$ cat src/rtl/asp_pkg.sv
`timescale 1ns / 1ps
`default_nettype none

package asp_pkg;

   localparam int unsigned NUM_ALERTS = 10;
   localparam int unsigned SHOWN_W    = 4;
   localparam int unsigned TIME_W     = 32;
   localparam int unsigned LEVEL_W    = 14;
   localparam int unsigned TEMP_W     = 12;
   localparam int unsigned CSR_IDX_W  = 3;
   localparam int unsigned CSR_DATA_W = 32;

   // priority positions with sensor-driven behaviour
   localparam int unsigned POS_TEMP_CRIT = 1;
   localparam int unsigned POS_TEMP_HIGH = 2;
   localparam int unsigned POS_BATT_CRIT = 4;
   localparam int unsigned POS_BATT_LOW  = 5;

   localparam logic [SHOWN_W-1:0] SHOWN_NONE    = 4'd10;
   localparam logic [TIME_W-1:0]  NEVER_TIMEOUT = 32'hFFFF_FFFF;

   localparam logic [LEVEL_W-1:0]       BATT_LOW_RESET   = 14'd3000;
   localparam logic [LEVEL_W-1:0]       BATT_CRIT_RESET  = 14'd1000;
   localparam logic signed [TEMP_W-1:0] TEMP_HIGH_RESET  = 12'sd960;
   localparam logic signed [TEMP_W-1:0] TEMP_REL_RESET   = 12'sd720;
   localparam logic signed [TEMP_W-1:0] TEMP_CRIT_RESET  = 12'sd1120;
   localparam logic [TIME_W-1:0]        BATT_DELAY_RESET = 32'd2000;
   localparam logic [TIME_W-1:0]        TEMP_DELAY_RESET = 32'd0;

   typedef logic [NUM_ALERTS-1:0] alert_mask_type;

   typedef enum logic [CSR_IDX_W-1:0] {
      CSR_BATT_LOW   = 3'd0,
      CSR_BATT_CRIT  = 3'd1,
      CSR_TEMP_HIGH  = 3'd2,
      CSR_TEMP_REL   = 3'd3,
      CSR_TEMP_CRIT  = 3'd4,
      CSR_BATT_DELAY = 3'd5,
      CSR_TEMP_DELAY = 3'd6
   } csr_index_type;

   typedef struct packed {
      logic advance;
      logic ext_clear;
      logic ext_raise;
      logic up;
      logic down;
   } slot_ctrl_type;

   typedef struct packed {
      logic raised;
      logic first_raise;
      logic timeout_hit;
   } slot_status_type;

endpackage

`default_nettype wire

$ cat src/rtl/asp_if.sv
`timescale 1ns / 1ps
`default_nettype none

interface asp_req_if;
   logic        valid;
   logic        ready;
   logic [31:0] now_ms;
   logic [13:0] battery_level;
   logic signed [11:0] cpu_temp;
   logic        charging;
   logic [9:0]  raise_mask;
   logic [9:0]  clear_mask;
   logic        ignore_alerts;

   modport source (
      output valid, now_ms, battery_level, cpu_temp, charging, raise_mask, clear_mask,
             ignore_alerts,
      input  ready
   );
   modport sink (
      input  valid, now_ms, battery_level, cpu_temp, charging, raise_mask, clear_mask,
             ignore_alerts,
      output ready
   );
endinterface

interface asp_rsp_if;
   logic       valid;
   logic       ready;
   logic [9:0] raised_mask;
   logic [3:0] shown_alert;
   logic       shutdown_request;
   logic       low_battery_action;
   logic       overheat_action;

   modport source (
      output valid, raised_mask, shown_alert, shutdown_request, low_battery_action,
             overheat_action,
      input  ready
   );
   modport sink (
      input  valid, raised_mask, shown_alert, shutdown_request, low_battery_action,
             overheat_action,
      output ready
   );
endinterface

`default_nettype wire

$ cat src/rtl/alert_supervisor_priority_top.sv
`timescale 1ns / 1ps
`default_nettype none

// an accepted transaction passes through the input register, then the result register
// one transaction per cycle unless the output stalls; while a finished result waits
// in the output register the input register takes one more, then holds ready low
// reset (synchronous): clears alert flags, handled marks, raise times,
// the shutdown latch and valid bits, and loads the threshold register defaults

module alert_supervisor_priority_top
   import asp_pkg::*;
(
   input  wire logic                   clock,
   input  wire logic                   reset,
   asp_req_if.sink                     req_ch,
   asp_rsp_if.source                   rsp_ch,
   input  wire logic                   csr_we,
   input  wire logic [CSR_IDX_W-1:0]   csr_index,
   input  wire logic [CSR_DATA_W-1:0]  csr_wdata
);

   // threshold registers
   logic [LEVEL_W-1:0]       batt_low_ff;
   logic [LEVEL_W-1:0]       batt_crit_ff;
   logic signed [TEMP_W-1:0] temp_high_ff;
   logic signed [TEMP_W-1:0] temp_rel_ff;
   logic signed [TEMP_W-1:0] temp_crit_ff;
   logic [TIME_W-1:0]        batt_delay_ff;
   logic [TIME_W-1:0]        temp_delay_ff;

   // input register
   logic                     s1_valid_ff;
   logic [TIME_W-1:0]        s1_now_ff;
   logic [LEVEL_W-1:0]       s1_level_ff;
   logic signed [TEMP_W-1:0] s1_temp_ff;
   logic                     s1_charging_ff;
   alert_mask_type           s1_raise_ff;
   alert_mask_type           s1_clear_ff;
   logic                     s1_ignore_ff;

   // result register
   logic                     rsp_valid_ff;
   alert_mask_type           rsp_raised_ff;
   logic [SHOWN_W-1:0]       rsp_shown_ff;
   logic                     rsp_shutdown_ff;
   logic                     rsp_low_act_ff;
   logic                     rsp_heat_act_ff;

   logic                     shutdown_ff, shutdown_in;
   logic                     advance;
   slot_ctrl_type            slot_ctrl   [NUM_ALERTS];
   logic [TIME_W-1:0]        slot_timeout[NUM_ALERTS];
   slot_status_type          slot_status [NUM_ALERTS];
   alert_mask_type           raised_next;
   alert_mask_type           hit_vec;
   logic [SHOWN_W-1:0]       shown_next;

   assign advance      = s1_valid_ff && (!rsp_valid_ff || rsp_ch.ready);
   assign req_ch.ready = !s1_valid_ff || advance;

   always_ff @(posedge clock) begin
      if (reset) begin
         batt_low_ff   <= BATT_LOW_RESET;
         batt_crit_ff  <= BATT_CRIT_RESET;
         temp_high_ff  <= TEMP_HIGH_RESET;
         temp_rel_ff   <= TEMP_REL_RESET;
         temp_crit_ff  <= TEMP_CRIT_RESET;
         batt_delay_ff <= BATT_DELAY_RESET;
         temp_delay_ff <= TEMP_DELAY_RESET;
      end else if (csr_we) begin
         unique case (csr_index_type'(csr_index))
            CSR_BATT_LOW:   batt_low_ff   <= csr_wdata[LEVEL_W-1:0];
            CSR_BATT_CRIT:  batt_crit_ff  <= csr_wdata[LEVEL_W-1:0];
            CSR_TEMP_HIGH:  temp_high_ff  <= $signed(csr_wdata[TEMP_W-1:0]);
            CSR_TEMP_REL:   temp_rel_ff   <= $signed(csr_wdata[TEMP_W-1:0]);
            CSR_TEMP_CRIT:  temp_crit_ff  <= $signed(csr_wdata[TEMP_W-1:0]);
            CSR_BATT_DELAY: batt_delay_ff <= csr_wdata[TIME_W-1:0];
            CSR_TEMP_DELAY: temp_delay_ff <= csr_wdata[TIME_W-1:0];
            default: ;
         endcase
      end
   end

   always_ff @(posedge clock) begin
      if (reset) begin
         s1_valid_ff <= 1'b0;
      end else if (req_ch.ready) begin
         s1_valid_ff <= req_ch.valid;
      end
   end

   always_ff @(posedge clock) begin
      if (req_ch.valid && req_ch.ready) begin
         s1_now_ff      <= req_ch.now_ms;
         s1_level_ff    <= req_ch.battery_level;
         s1_temp_ff     <= req_ch.cpu_temp;
         s1_charging_ff <= req_ch.charging;
         s1_raise_ff    <= req_ch.raise_mask;
         s1_clear_ff    <= req_ch.clear_mask;
         s1_ignore_ff   <= req_ch.ignore_alerts;
      end
   end

   always_comb begin
      for (int i = 0; i < NUM_ALERTS; i++) begin
         slot_ctrl[i].advance   = advance;
         slot_ctrl[i].ext_clear = s1_clear_ff[i];
         slot_ctrl[i].ext_raise = s1_raise_ff[i];
         slot_ctrl[i].up        = 1'b0;
         slot_ctrl[i].down      = 1'b0;
         slot_timeout[i]        = NEVER_TIMEOUT;
      end
      slot_ctrl[POS_TEMP_CRIT].up   = s1_temp_ff >= temp_crit_ff;
      slot_timeout[POS_TEMP_CRIT]   = temp_delay_ff;
      slot_ctrl[POS_TEMP_HIGH].up   = s1_temp_ff >= temp_high_ff;
      slot_ctrl[POS_TEMP_HIGH].down = s1_temp_ff <= temp_rel_ff;
      slot_ctrl[POS_BATT_CRIT].up   = !s1_charging_ff && (s1_level_ff < batt_crit_ff);
      slot_ctrl[POS_BATT_CRIT].down = s1_charging_ff;
      slot_timeout[POS_BATT_CRIT]   = batt_delay_ff;
      slot_ctrl[POS_BATT_LOW].up    = !s1_charging_ff && (s1_level_ff < batt_low_ff);
      slot_ctrl[POS_BATT_LOW].down  = s1_charging_ff;
   end

   for (genvar g = 0; g < NUM_ALERTS; g++) begin : g_slot
      asp_slot u_slot (
         .clock   (clock),
         .reset   (reset),
         .ctrl    (slot_ctrl[g]),
         .now_ms  (s1_now_ff),
         .timeout (slot_timeout[g]),
         .status  (slot_status[g])
      );
      assign raised_next[g] = slot_status[g].raised;
      assign hit_vec[g]     = slot_status[g].timeout_hit;
   end

   asp_prio u_prio (
      .raised_mask   (raised_next),
      .ignore_alerts (s1_ignore_ff),
      .shown_alert   (shown_next)
   );

   assign shutdown_in = shutdown_ff || (|hit_vec);

   always_ff @(posedge clock) begin
      if (reset) begin
         shutdown_ff  <= 1'b0;
         rsp_valid_ff <= 1'b0;
      end else begin
         if (advance) begin
            shutdown_ff <= shutdown_in;
         end
         if (advance) begin
            rsp_valid_ff <= 1'b1;
         end else if (rsp_ch.ready) begin
            rsp_valid_ff <= 1'b0;
         end
      end
   end

   always_ff @(posedge clock) begin
      if (advance) begin
         rsp_raised_ff   <= raised_next;
         rsp_shown_ff    <= shown_next;
         rsp_shutdown_ff <= shutdown_in;
         rsp_low_act_ff  <= slot_status[POS_BATT_LOW].first_raise;
         rsp_heat_act_ff <= slot_status[POS_TEMP_HIGH].first_raise;
      end
   end

   assign rsp_ch.valid              = rsp_valid_ff;
   assign rsp_ch.raised_mask        = rsp_raised_ff;
   assign rsp_ch.shown_alert        = rsp_shown_ff;
   assign rsp_ch.shutdown_request   = rsp_shutdown_ff;
   assign rsp_ch.low_battery_action = rsp_low_act_ff;
   assign rsp_ch.overheat_action    = rsp_heat_act_ff;

   // shutdown latch is sticky
   a_shutdown_sticky: assert property (@(posedge clock) disable iff (reset)
      shutdown_ff |=> shutdown_ff)
      else $error("shutdown latch dropped");

   // an action pulse only comes with its alert raised
   a_action_raised: assert property (@(posedge clock) disable iff (reset)
      rsp_valid_ff && rsp_low_act_ff |-> rsp_raised_ff[POS_BATT_LOW])
      else $error("low battery action without alert raised");

   // nothing raised means nothing shown
   a_none_shown: assert property (@(posedge clock) disable iff (reset)
      rsp_valid_ff && (rsp_raised_ff == '0) |-> (rsp_shown_ff == SHOWN_NONE))
      else $error("alert shown with empty raised mask");

   // a full input register behind a stalled output blocks new transactions
   a_stall_blocks: assert property (@(posedge clock) disable iff (reset)
      s1_valid_ff && rsp_valid_ff && !rsp_ch.ready |-> !req_ch.ready)
      else $error("transaction accepted while pipeline stalled");

endmodule

`default_nettype wire

$ cat src/rtl/asp_slot.sv
`timescale 1ns / 1ps
`default_nettype none

module asp_slot
   import asp_pkg::*;
(
   input  wire logic                clock,
   input  wire logic                reset,
   input  wire slot_ctrl_type       ctrl,
   input  wire logic [TIME_W-1:0]   now_ms,
   input  wire logic [TIME_W-1:0]   timeout,
   output slot_status_type          status
);

   logic              raised_ff, raised_in;
   logic              raise_handled_ff, raise_handled_in;
   logic              lower_handled_ff, lower_handled_in;
   logic [TIME_W-1:0] raise_time_ff, raise_time_in;
   logic              flag_pre;
   logic              first_raise;
   logic              timeout_hit;

   always_comb begin
      raised_in        = raised_ff;
      raise_handled_in = raise_handled_ff;
      lower_handled_in = lower_handled_ff;
      raise_time_in    = raise_time_ff;
      first_raise      = 1'b0;
      timeout_hit      = 1'b0;
      // external clear first, then external raise
      flag_pre = (raised_ff & ~ctrl.ext_clear) | ctrl.ext_raise;
      if (flag_pre) begin
         if (ctrl.down) begin
            raised_in = 1'b0;
         end else begin
            raised_in = 1'b1;
            if (!raise_handled_ff) begin
               raise_time_in    = now_ms;
               raise_handled_in = 1'b1;
               lower_handled_in = 1'b0;
               first_raise      = 1'b1;
            end else begin
               // wrapping elapsed time; zero on the first handled tick
               timeout_hit = (now_ms - raise_time_ff) > timeout;
            end
         end
      end else begin
         if (ctrl.up) begin
            raised_in = 1'b1;
         end else begin
            raised_in = 1'b0;
            if (!lower_handled_ff) begin
               raise_time_in    = '0;
               lower_handled_in = 1'b1;
               raise_handled_in = 1'b0;
            end
         end
      end
   end

   always_ff @(posedge clock) begin
      if (reset) begin
         raised_ff        <= 1'b0;
         raise_handled_ff <= 1'b0;
         lower_handled_ff <= 1'b0;
         raise_time_ff    <= '0;
      end else if (ctrl.advance) begin
         raised_ff        <= raised_in;
         raise_handled_ff <= raise_handled_in;
         lower_handled_ff <= lower_handled_in;
         raise_time_ff    <= raise_time_in;
      end
   end

   assign status.raised      = raised_in;
   assign status.first_raise = first_raise;
   assign status.timeout_hit = timeout_hit;

endmodule

`default_nettype wire

$ cat src/rtl/asp_prio.sv
`timescale 1ns / 1ps
`default_nettype none

module asp_prio
   import asp_pkg::*;
(
   input  wire alert_mask_type     raised_mask,
   input  wire logic               ignore_alerts,
   output logic [SHOWN_W-1:0]      shown_alert
);

   always_comb begin
      shown_alert = SHOWN_NONE;
      if (!ignore_alerts) begin
         // walk from lowest priority up so the lowest raised position wins
         for (int i = NUM_ALERTS - 1; i >= 0; i--) begin
            if (raised_mask[i]) begin
               shown_alert = SHOWN_W'(i);
            end
         end
      end
   end

endmodule

`default_nettype wire

$ cat src/flat_wrapper.sv
// flat-port wrapper written by rule: the top's interface ports become plain ports
module alert_supervisor_priority_top_flat import asp_pkg::*;
  (clock, reset, csr_we, csr_index, csr_wdata, req_ch_valid, req_ch_now_ms, req_ch_battery_level, req_ch_cpu_temp, req_ch_charging, req_ch_raise_mask, req_ch_clear_mask, req_ch_ignore_alerts, req_ch_ready, rsp_ch_valid, rsp_ch_raised_mask, rsp_ch_shown_alert, rsp_ch_shutdown_request, rsp_ch_low_battery_action, rsp_ch_overheat_action, rsp_ch_ready);
  asp_req_if req_ch_i ();
  asp_rsp_if rsp_ch_i ();
  input  wire logic clock;
  input  wire logic reset;
  input  wire logic csr_we;
  input  wire logic [CSR_IDX_W-1:0] csr_index;
  input  wire logic [CSR_DATA_W-1:0] csr_wdata;
  input wire logic [$bits(req_ch_i.valid)-1:0] req_ch_valid;
  input wire logic [$bits(req_ch_i.now_ms)-1:0] req_ch_now_ms;
  input wire logic [$bits(req_ch_i.battery_level)-1:0] req_ch_battery_level;
  input wire logic [$bits(req_ch_i.cpu_temp)-1:0] req_ch_cpu_temp;
  input wire logic [$bits(req_ch_i.charging)-1:0] req_ch_charging;
  input wire logic [$bits(req_ch_i.raise_mask)-1:0] req_ch_raise_mask;
  input wire logic [$bits(req_ch_i.clear_mask)-1:0] req_ch_clear_mask;
  input wire logic [$bits(req_ch_i.ignore_alerts)-1:0] req_ch_ignore_alerts;
  output wire logic [$bits(req_ch_i.ready)-1:0] req_ch_ready;
  output wire logic [$bits(rsp_ch_i.valid)-1:0] rsp_ch_valid;
  output wire logic [$bits(rsp_ch_i.raised_mask)-1:0] rsp_ch_raised_mask;
  output wire logic [$bits(rsp_ch_i.shown_alert)-1:0] rsp_ch_shown_alert;
  output wire logic [$bits(rsp_ch_i.shutdown_request)-1:0] rsp_ch_shutdown_request;
  output wire logic [$bits(rsp_ch_i.low_battery_action)-1:0] rsp_ch_low_battery_action;
  output wire logic [$bits(rsp_ch_i.overheat_action)-1:0] rsp_ch_overheat_action;
  input wire logic [$bits(rsp_ch_i.ready)-1:0] rsp_ch_ready;
  assign req_ch_i.valid = req_ch_valid;
  assign req_ch_i.now_ms = req_ch_now_ms;
  assign req_ch_i.battery_level = req_ch_battery_level;
  assign req_ch_i.cpu_temp = req_ch_cpu_temp;
  assign req_ch_i.charging = req_ch_charging;
  assign req_ch_i.raise_mask = req_ch_raise_mask;
  assign req_ch_i.clear_mask = req_ch_clear_mask;
  assign req_ch_i.ignore_alerts = req_ch_ignore_alerts;
  assign req_ch_ready = req_ch_i.ready;
  assign rsp_ch_valid = rsp_ch_i.valid;
  assign rsp_ch_raised_mask = rsp_ch_i.raised_mask;
  assign rsp_ch_shown_alert = rsp_ch_i.shown_alert;
  assign rsp_ch_shutdown_request = rsp_ch_i.shutdown_request;
  assign rsp_ch_low_battery_action = rsp_ch_i.low_battery_action;
  assign rsp_ch_overheat_action = rsp_ch_i.overheat_action;
  assign rsp_ch_i.ready = rsp_ch_ready;
  alert_supervisor_priority_top u_core (.clock(clock), .reset(reset), .req_ch(req_ch_i), .rsp_ch(rsp_ch_i), .csr_we(csr_we), .csr_index(csr_index), .csr_wdata(csr_wdata));
endmodule
$ cat config.mk
export PLATFORM = sky130hd
export DESIGN_NAME = alert_supervisor_priority_top_flat
export DESIGN_NICKNAME = d
export VERILOG_FILES = /design/src/rtl/asp_pkg.sv /design/src/rtl/asp_if.sv /design/src/rtl/alert_supervisor_priority_top.sv /design/src/rtl/asp_slot.sv /design/src/rtl/asp_prio.sv /design/src/flat_wrapper.sv
export SDC_FILE = /design/constraint.sdc
export NUM_CORES = 1
export LEC_CHECK = 0
export BUFFER_PORTS_ARGS = -buffer_cell sky130_fd_sc_hd__buf_2
export CORE_ASPECT_RATIO = 1.25
export CORE_MARGIN = 4
export CORE_UTILIZATION = 45
export DETAILED_ROUTE_END_ITERATION = 12
export PLACE_DENSITY = 0.66
export SLEW_MARGIN = 20
export SYNTH_ARGS = -nofsm -noshare
export SYNTH_HDL_FRONTEND = slang
export SYNTH_SLANG_ARGS = --single-unit
export TNS_END_PERCENT = 50
$ cat constraint.sdc
create_clock -name clock -period 5.78 [get_ports clock]
set_input_delay 1.156 -clock clock [delete_from_list [all_inputs] [get_ports clock]]
set_output_delay 1.156 -clock clock [all_outputs]
set_load 0.05 [all_outputs]
==> flow_metrics.py, run 1 <==
metrics = {
    "yosys": {
        "ys_warn_count": 0,
        "synth_edf_count": 97,
        "synthArstFlopShare_pct": 0,
        "synthCells": 1845,
        "synth_top_area_share_pct": 25.4,
        "ys.flop_type": "dfxtp_1",
        "yosysMostFrequentCell": "nand2_1",
        "syn-num-nets": 2155,
        "synth-seq-cells": 310,
        "synth_commonest_cells": "nand2_1 (272), inv_1 (222), dfxtp_1 (213)",
        "yosysSeqAreaShare_pct": 42.7,
        "syn_area_mm2": 0.0168,
        "synth_area_leaders": "dfxtp_1 (25%), edfxtp_1 (17%), ha_1 (14%)",
        "synth_top_area_cell": "dfxtp_1",
        "synthDistinctLibCells": 79,
        "synth_area_per_cell_um2": 9.10,
    },
    "worst_setup_path": {
        "worstRegToRegCells": 20,
        "worstReg2RegEnd": "u_core.rsp_ch.shutdown_request",
        "endpoint_kind": "register",
        "arrival_ns": 5.32,
        "cp-start-kind": "register",
        "crit_required_ns": 6.05,
        "criticalPathCategory": "reg2reg",
        "reg2reg_from": "u_core.s1_now_ff[0]",
        "reg2reg_slack_ns": 0.73,
        "path_max_fanout": 4,
    },
    "timing": {
        "finalSetupViolCount": 0,
        "rsz0062_at_grt": "no",
        "fin_ws_ns": 0.729,
        "fin_skew_ns": 0.0220,
        "hold_violations": 0,
        "worstMarginPinSlew_ns": 1.10,
        "slew_viol_final": 0,
        "layout_min_cycle_time_ns": 5.05,
        "fin_tns_setup_ns": 0,
        "relSlewSlack_pct": 26.3,
        "max_freq_ghz": 0.198,
        "min_period_over_period_pct": 87.4,
    },
    "route": {
        "remaining_drc_errors": 0,
        "drtAntennaViolNets": 0,
        "post_drt_wl_per_cell_um": 17.2,
        "drt_iter0_markers": 768,
        "firstDrtPassIters": 5,
        "wirelength_mm": 42.7,
        "vias_per_cell": 5.40,
        "via_count": 13400,
    },
    "final_layout": {
        "fin_nets": 2289,
        "stdcell_count": 2485,
        "fin_area_mm2": 0.0191,
        "area_growth_pct": 13.6,
        "drive_above_1_share_pct": 11.8,
    },
    "worst_hold_path": {
        "min_path_type": "reg2reg",
        "worstHoldStart": "u_core.batt_crit_ff[11]",
        "min_to": "u_core.batt_crit_ff[11]",
        "hold_path_depth": 2,
    },
    "grt": {
        "globalRouteOverflowTotal": 0,
        "grt_start_max_net_pins": 68,
        "grt_pass1_wl_mm": 68.1,
        "antenna_found_initial": 2,
        "grtUsageTotal_pct": 20.5,
        "grt_pass1_vias": 13300,
    },
    "cts": {
        "cts_root_buf": "clkbuf_16",
        "cts_setup_buffers": 0,
        "hold_buffers": 0,
        "clockBufferDepth": 3,
        "clk_pin_slew_ns": 0.06,
        "numCtsBuffers": 34,
        "ctsResizeCount": 0,
        "clk-insertion-delay-late_ns": 0.52,
        "cts_tree": "yes",
        "cts_sinks": 310,
        "htreeDepth": 2,
    },
    "run": {
        "drv_cap": 0,
    },
    "pwr": {
        "p_leak_nw": 7.71,
        "ir_drop_v": 0.000258,
        "power.total_w": 0.00542,
        "p_per_area_mw_per_mm2": 284,
    },
    "placement": {
        "gp_congestion": 0.873,
        "pre_cts_ws_ns": 0.803,
        "io_buffers": 138,
        "dpl_cell_area_mm2": 0.0180,
        "place_inst": 2423,
        "dpl.hpwl_mm": 31.3,
    },
    "floorplan": {
        "die_area_mm2": 0.0405,
        "row_count": 78,
        "io_pins": 139,
        "die-width_um": 181,
        "core_region_area_mm2": 0.0366,
        "initial_core_util_pct": 45.9,
        "die_h_um": 224,
    },
    "status": {
        "status": "finished, final reports clean",
    },
}
## cells by family after synthesis
| group | share of synthesized area (%) |
|---|---|
| AOI/OAI and AO/OA | 20.8 |
| xor gates and xnor gates | 2.82 |
| adders and majority gates | 14.2 |
| buffers and inverters | 6.36 |
| DFF | 42.7 |
| and+or+nand+nor | 13.1 |
## routing by layer
metal	wire length, um	vias up	GRT usage [%]
met1	18700	6324	25.4
met5	0	-	0
met3	1740	84	3.30
met2	21000	275	36.4
met4	1250	0	6.66
li1	-	6738	-
## worst max-delay path, stage by stage, from the launching register on
cell	delay [ns]
edfxtp_1	0.41
inv_1	0.10
ha_1	0.16
inv_1	0.05
fa_1	0.44
a211oi_2	0.23
o21bai_1	0.17
o211ai_2	0.24
a21oi_2	0.13
a311o_1	0.34
a2111o_1	0.46
a31o_1	0.23
a21oi_2	0.14
xnor2_1	0.08
ha_1	0.28
nand4_1	0.10
or2_2	0.34
nor4_1	0.43
a31oi_1	0.18
a21oi_1	0.21
nand2_1	0.08
## layout make-up
cell class              instances  area (um2)
diodes                          2        5.00
multi-input cells            1259        8590
fillers                      3404       17500
inverters                     223         837
well taps                     480         601
repair buffers                151         791
clock inverters                15         150
clock buffers                  45         922
flip-flops and latches        310        7180
## flip-flops by register name (all words and copies together), names as in the netlist, 12 cells and up
name,flops
u_core.batt_crit_ff,14
u_core.batt_delay_ff,32
u_core.batt_low_ff,14
u_core.g_slot.u_slot.raise_time_ff,64
u_core.s1_level_ff,14
u_core.s1_now_ff,32
u_core.s1_temp_ff,12
u_core.temp_crit_ff,12
u_core.temp_delay_ff,32
u_core.temp_high_ff,12
u_core.temp_rel_ff,12
## stage by stage
| stage | hold slack [ns] | utilization, % |
|---|---|---|
| 6_report | 0.454 | 52.1 |
| 3_3_place_gp | 0.443 | 49.1 |
| 3_5_place_dp | 0.447 | 49.2 |
| 2_1_floorplan | 0.436 | - |
| 5_1_grt | 0.474 | 52.1 |
| 4_1_cts | 0.455 | 52.1 |
## cell usage in the layout (no fill, tap or decap), types with 16 or more instances in the layout
master,n
nand4_1,26
o211ai_1,34
clkbuf_16,34
nand2_1,272
nor2_1,81
a21oi_1,191
xnor2_1,43
nand3_1,18
nand2b_1,18
nor2b_1,17
edfxtp_1,97
inv_1,222
dfxtp_1,213
ha_1,188
nor3_1,16
buf_2,137
a21o_1,75
o21ai_0,44
a22o_1,63
## report_power, final
| group | leakage, nW | internal, W | switching (W) |
|---|---|---|---|
| combinational | 4.52 | 0.000375 | 0.000541 |
| clock | 0.524 | 0.00122 | 0.000892 |
| sequential | 2.67 | 0.00234 | 0.0000561 |
| total | 7.71 | 0.00393 | 0.00149 |
## worst max-delay path by stage
stage	start	endpoint	slack, ns	depth (start not counted)
floorplan	u_core.s1_now_ff[0]	u_core.rsp_ch.shutdown_request	1.42	20
global placement	u_core.s1_now_ff[0]	u_core.rsp_ch.shutdown_request	1.00	20
detailed placement	u_core.s1_now_ff[0]	u_core.rsp_ch.shutdown_request	0.80	20
CTS	u_core.s1_now_ff[0]	u_core.rsp_ch.shutdown_request	0.78	20
global route	u_core.s1_now_ff[0]	u_core.shutdown_ff	0.33	20
finish	u_core.s1_now_ff[0]	u_core.rsp_ch.shutdown_request	0.73	20
Note: power is estimated with default switching activity, not from simulation.
==> inputs of run 2 (changes only) <==
--- a/config.mk
+++ b/config.mk
@@ -6,7 +6,7 @@
 export NUM_CORES = 1
 export LEC_CHECK = 0
 export BUFFER_PORTS_ARGS = -buffer_cell sky130_fd_sc_hd__buf_2
-export CORE_ASPECT_RATIO = 1.25
+export CORE_ASPECT_RATIO = 1.1
 export CORE_MARGIN = 4
 export CORE_UTILIZATION = 45
 export DETAILED_ROUTE_END_ITERATION = 12
==> run 2 against run 1 <==
Compared with the run above: sequential share of layout area shrank 0.30 points; hold slack worse by 0.0017 ns; largest cell class unchanged; highest routed layer is now met5; critical path depth is the same; combinational power fell by 0.7%; total power is 3.5% higher; clock-buffer cell count grew 6; non-clock buffer count up 3; die area barely moved; clock power rose by 9.5%; largest power group unchanged.
==> flow_metrics.py, run 2 (synthesis gave the netlist of run 1 again) <==
metrics = {
    "final_layout": {
        "final_common_cell": "nand2_1",
        "antenna_cells": 0,
        "area_growth_pct": 14.5,
        "largest_register": "u_core.g_slot.u_slot.raise_time_ff",
        "drive_above_1_share_pct": 12.2,
        "n_fill_cell": 3398,
        "fin_nets": 2295,
        "regArea_mm2": 0.00718,
        "mostFrequentLayoutCells": "nand2_1 (272), inv_1 (222), dfxtp_1 (213)",
        "multi_input_area_mm2": 0.00858,
        "largest_reg_flops": 64,
    },
    "worst_setup_path": {
        "cp-start-kind": "register",
        "path_max_fanout": 5,
        "crit_required_ns": 6.06,
        "endpoint_kind": "register",
        "criticalPathCategory": "reg2reg",
        "arrival_ns": 5.44,
    },
    "placement": {
        "gp_congestion": 0.914,
        "dpl.hpwl_mm": 31.1,
        "io_buffers": 138,
        "pre_cts_ws_ns": 0.698,
    },
    "pwr": {
        "p_per_area_mw_per_mm2": 292,
        "p_leak_nw": 7.80,
        "ir_drop_v": 0.000254,
    },
    "floorplan": {
        "die_h_um": 211,
        "die-width_um": 192,
        "io_pins": 139,
        "row_count": 73,
        "core_region_area_mm2": 0.0365,
        "initial_core_util_pct": 46.0,
        "die_area_mm2": 0.0405,
    },
    "route": {
        "via_count": 13500,
        "vias_per_cell": 5.42,
        "wirelength_mm": 42.9,
        "firstDrtPassIters": 5,
        "drt_iter0_markers": 725,
        "remaining_drc_errors": 0,
        "drtAntennaViolNets": 0,
        "post_drt_wl_per_cell_um": 17.2,
    },
    "cts": {
        "clk_pin_slew_ns": 0.06,
        "cts_sinks": 310,
        "clockBufferDepth": 3,
        "numCtsBuffers": 37,
        "cts_tree": "yes",
        "clk-insertion-delay-late_ns": 0.54,
        "hold_buffers": 0,
        "cts_setup_buffers": 0,
        "htreeDepth": 2,
        "ctsResizeCount": 0,
        "cts_root_buf": "clkbuf_16",
    },
    "run": {
        "drv_cap": 0,
    },
    "timing": {
        "hold_ws_ns": 0.453,
        "min_period_over_period_pct": 89.2,
        "fin_skew_ns": 0.0172,
        "layout_min_cycle_time_ns": 5.16,
        "worstMarginPinSlew_ns": 0.874,
        "finalSetupViolCount": 0,
        "rsz0062_at_grt": "no",
        "fin_tns_setup_ns": 0,
        "max_freq_ghz": 0.194,
        "slew_viol_final": 0,
        "hold_violations": 0,
        "fin_ws_ns": 0.624,
        "relSlewSlack_pct": 41.7,
    },
    "grt": {
        "globalRouteOverflowTotal": 0,
        "antenna_found_initial": 7,
        "grt_pass1_wl_mm": 68.5,
        "grtUsageTotal_pct": 21.1,
        "grt_start_max_net_pins": 65,
        "grt_pass1_vias": 13200,
    },
    "worst_hold_path": {
        "min_path_type": "reg2reg",
    },
    "status": {
        "status": "finished, final reports clean",
    },
}
[run 2: cell count changes in the layout (fill, tap and decap cells not counted), sizes merged]
cell      delta
clkbuf       +6
clkinvlp     -1
buf          +3
diode        -2
clkinv       +2
[run 2: metrics by stage]
step / instance area [um2] / total power [W] / std cells / util (%)
final: 19200 / 0.00562 / 2500 / 52.6
after global placement: 18000 / 0.00332 / 2433 / 49.3
after detailed placement: 18000 / 0.00334 / 2433 / 49.3
after CTS: 19200 / 0.00567 / 2500 / 52.6
after floorplan: 16800 / 0.00307 / 1845 / -
after global routing: 19200 / 0.00589 / 2500 / 52.6
[run 2: worst paths after layout]
path / start / endpoint / slack, ns / cells past startpoint
setup / recovery: u_core.s1_now_ff[0] / u_core.rsp_ch.shutdown_request / 0.62 / 20
hold / removal: u_core.batt_crit_ff[10] / u_core.batt_crit_ff[10] / 0.45 / 2
setup reg to reg: u_core.s1_now_ff[0] / u_core.rsp_ch.shutdown_request / 0.62 / 20
hold reg to reg: u_core.batt_crit_ff[10] / u_core.batt_crit_ff[10] / 0.45 / 2
[run 2: critical path: stages, from the launching register on]
cell      delay, ns
edfxtp_1       0.41
inv_1          0.09
ha_1           0.16
inv_1          0.05
fa_1           0.44
a211oi_2       0.25
o21ai_1        0.16
a32oi_1        0.34
a21boi_2       0.18
a221oi_4       0.42
o211ai_2       0.18
a311o_1        0.36
a21oi_2        0.15
xnor2_1        0.08
ha_1           0.30
nand4_1        0.12
or2_2          0.33
nor4_1         0.50
a311oi_1       0.20
o31ai_1        0.11
nand2_1        0.07
[run 2: area by class of cell]
| type | count | area share [%] |
|---|---|---|
| well taps | 487 | 3.17 |
| flip-flops and latches | 310 | 37.3 |
| multi-input cells | 1259 | 44.6 |
| clock inverters | 16 | 0.775 |
| clock buffers | 51 | 5.51 |
| repair buffers | 154 | 4.23 |
| inverters | 223 | 4.35 |
[run 2: per-layer routing]
layer | vias to the layer above | track usage (%) | wire, um
met1 | 6327 | 27.6 | 19200
met3 | 115 | 4.31 | 2440
met5 | - | 0 | 91
li1 | 6741 | - | -
met2 | 348 | 34.0 | 19300
met4 | 14 | 8.76 | 1820
[run 2: report_power, final]
group | total, W | switching [W] | internal, W | leakage (nW)
registers | 0.00239 | 0.0000562 | 0.00234 | 2.67
clock network | 0.00231 | 0.000936 | 0.00138 | 0.595
logic | 0.000910 | 0.000534 | 0.000376 | 4.53
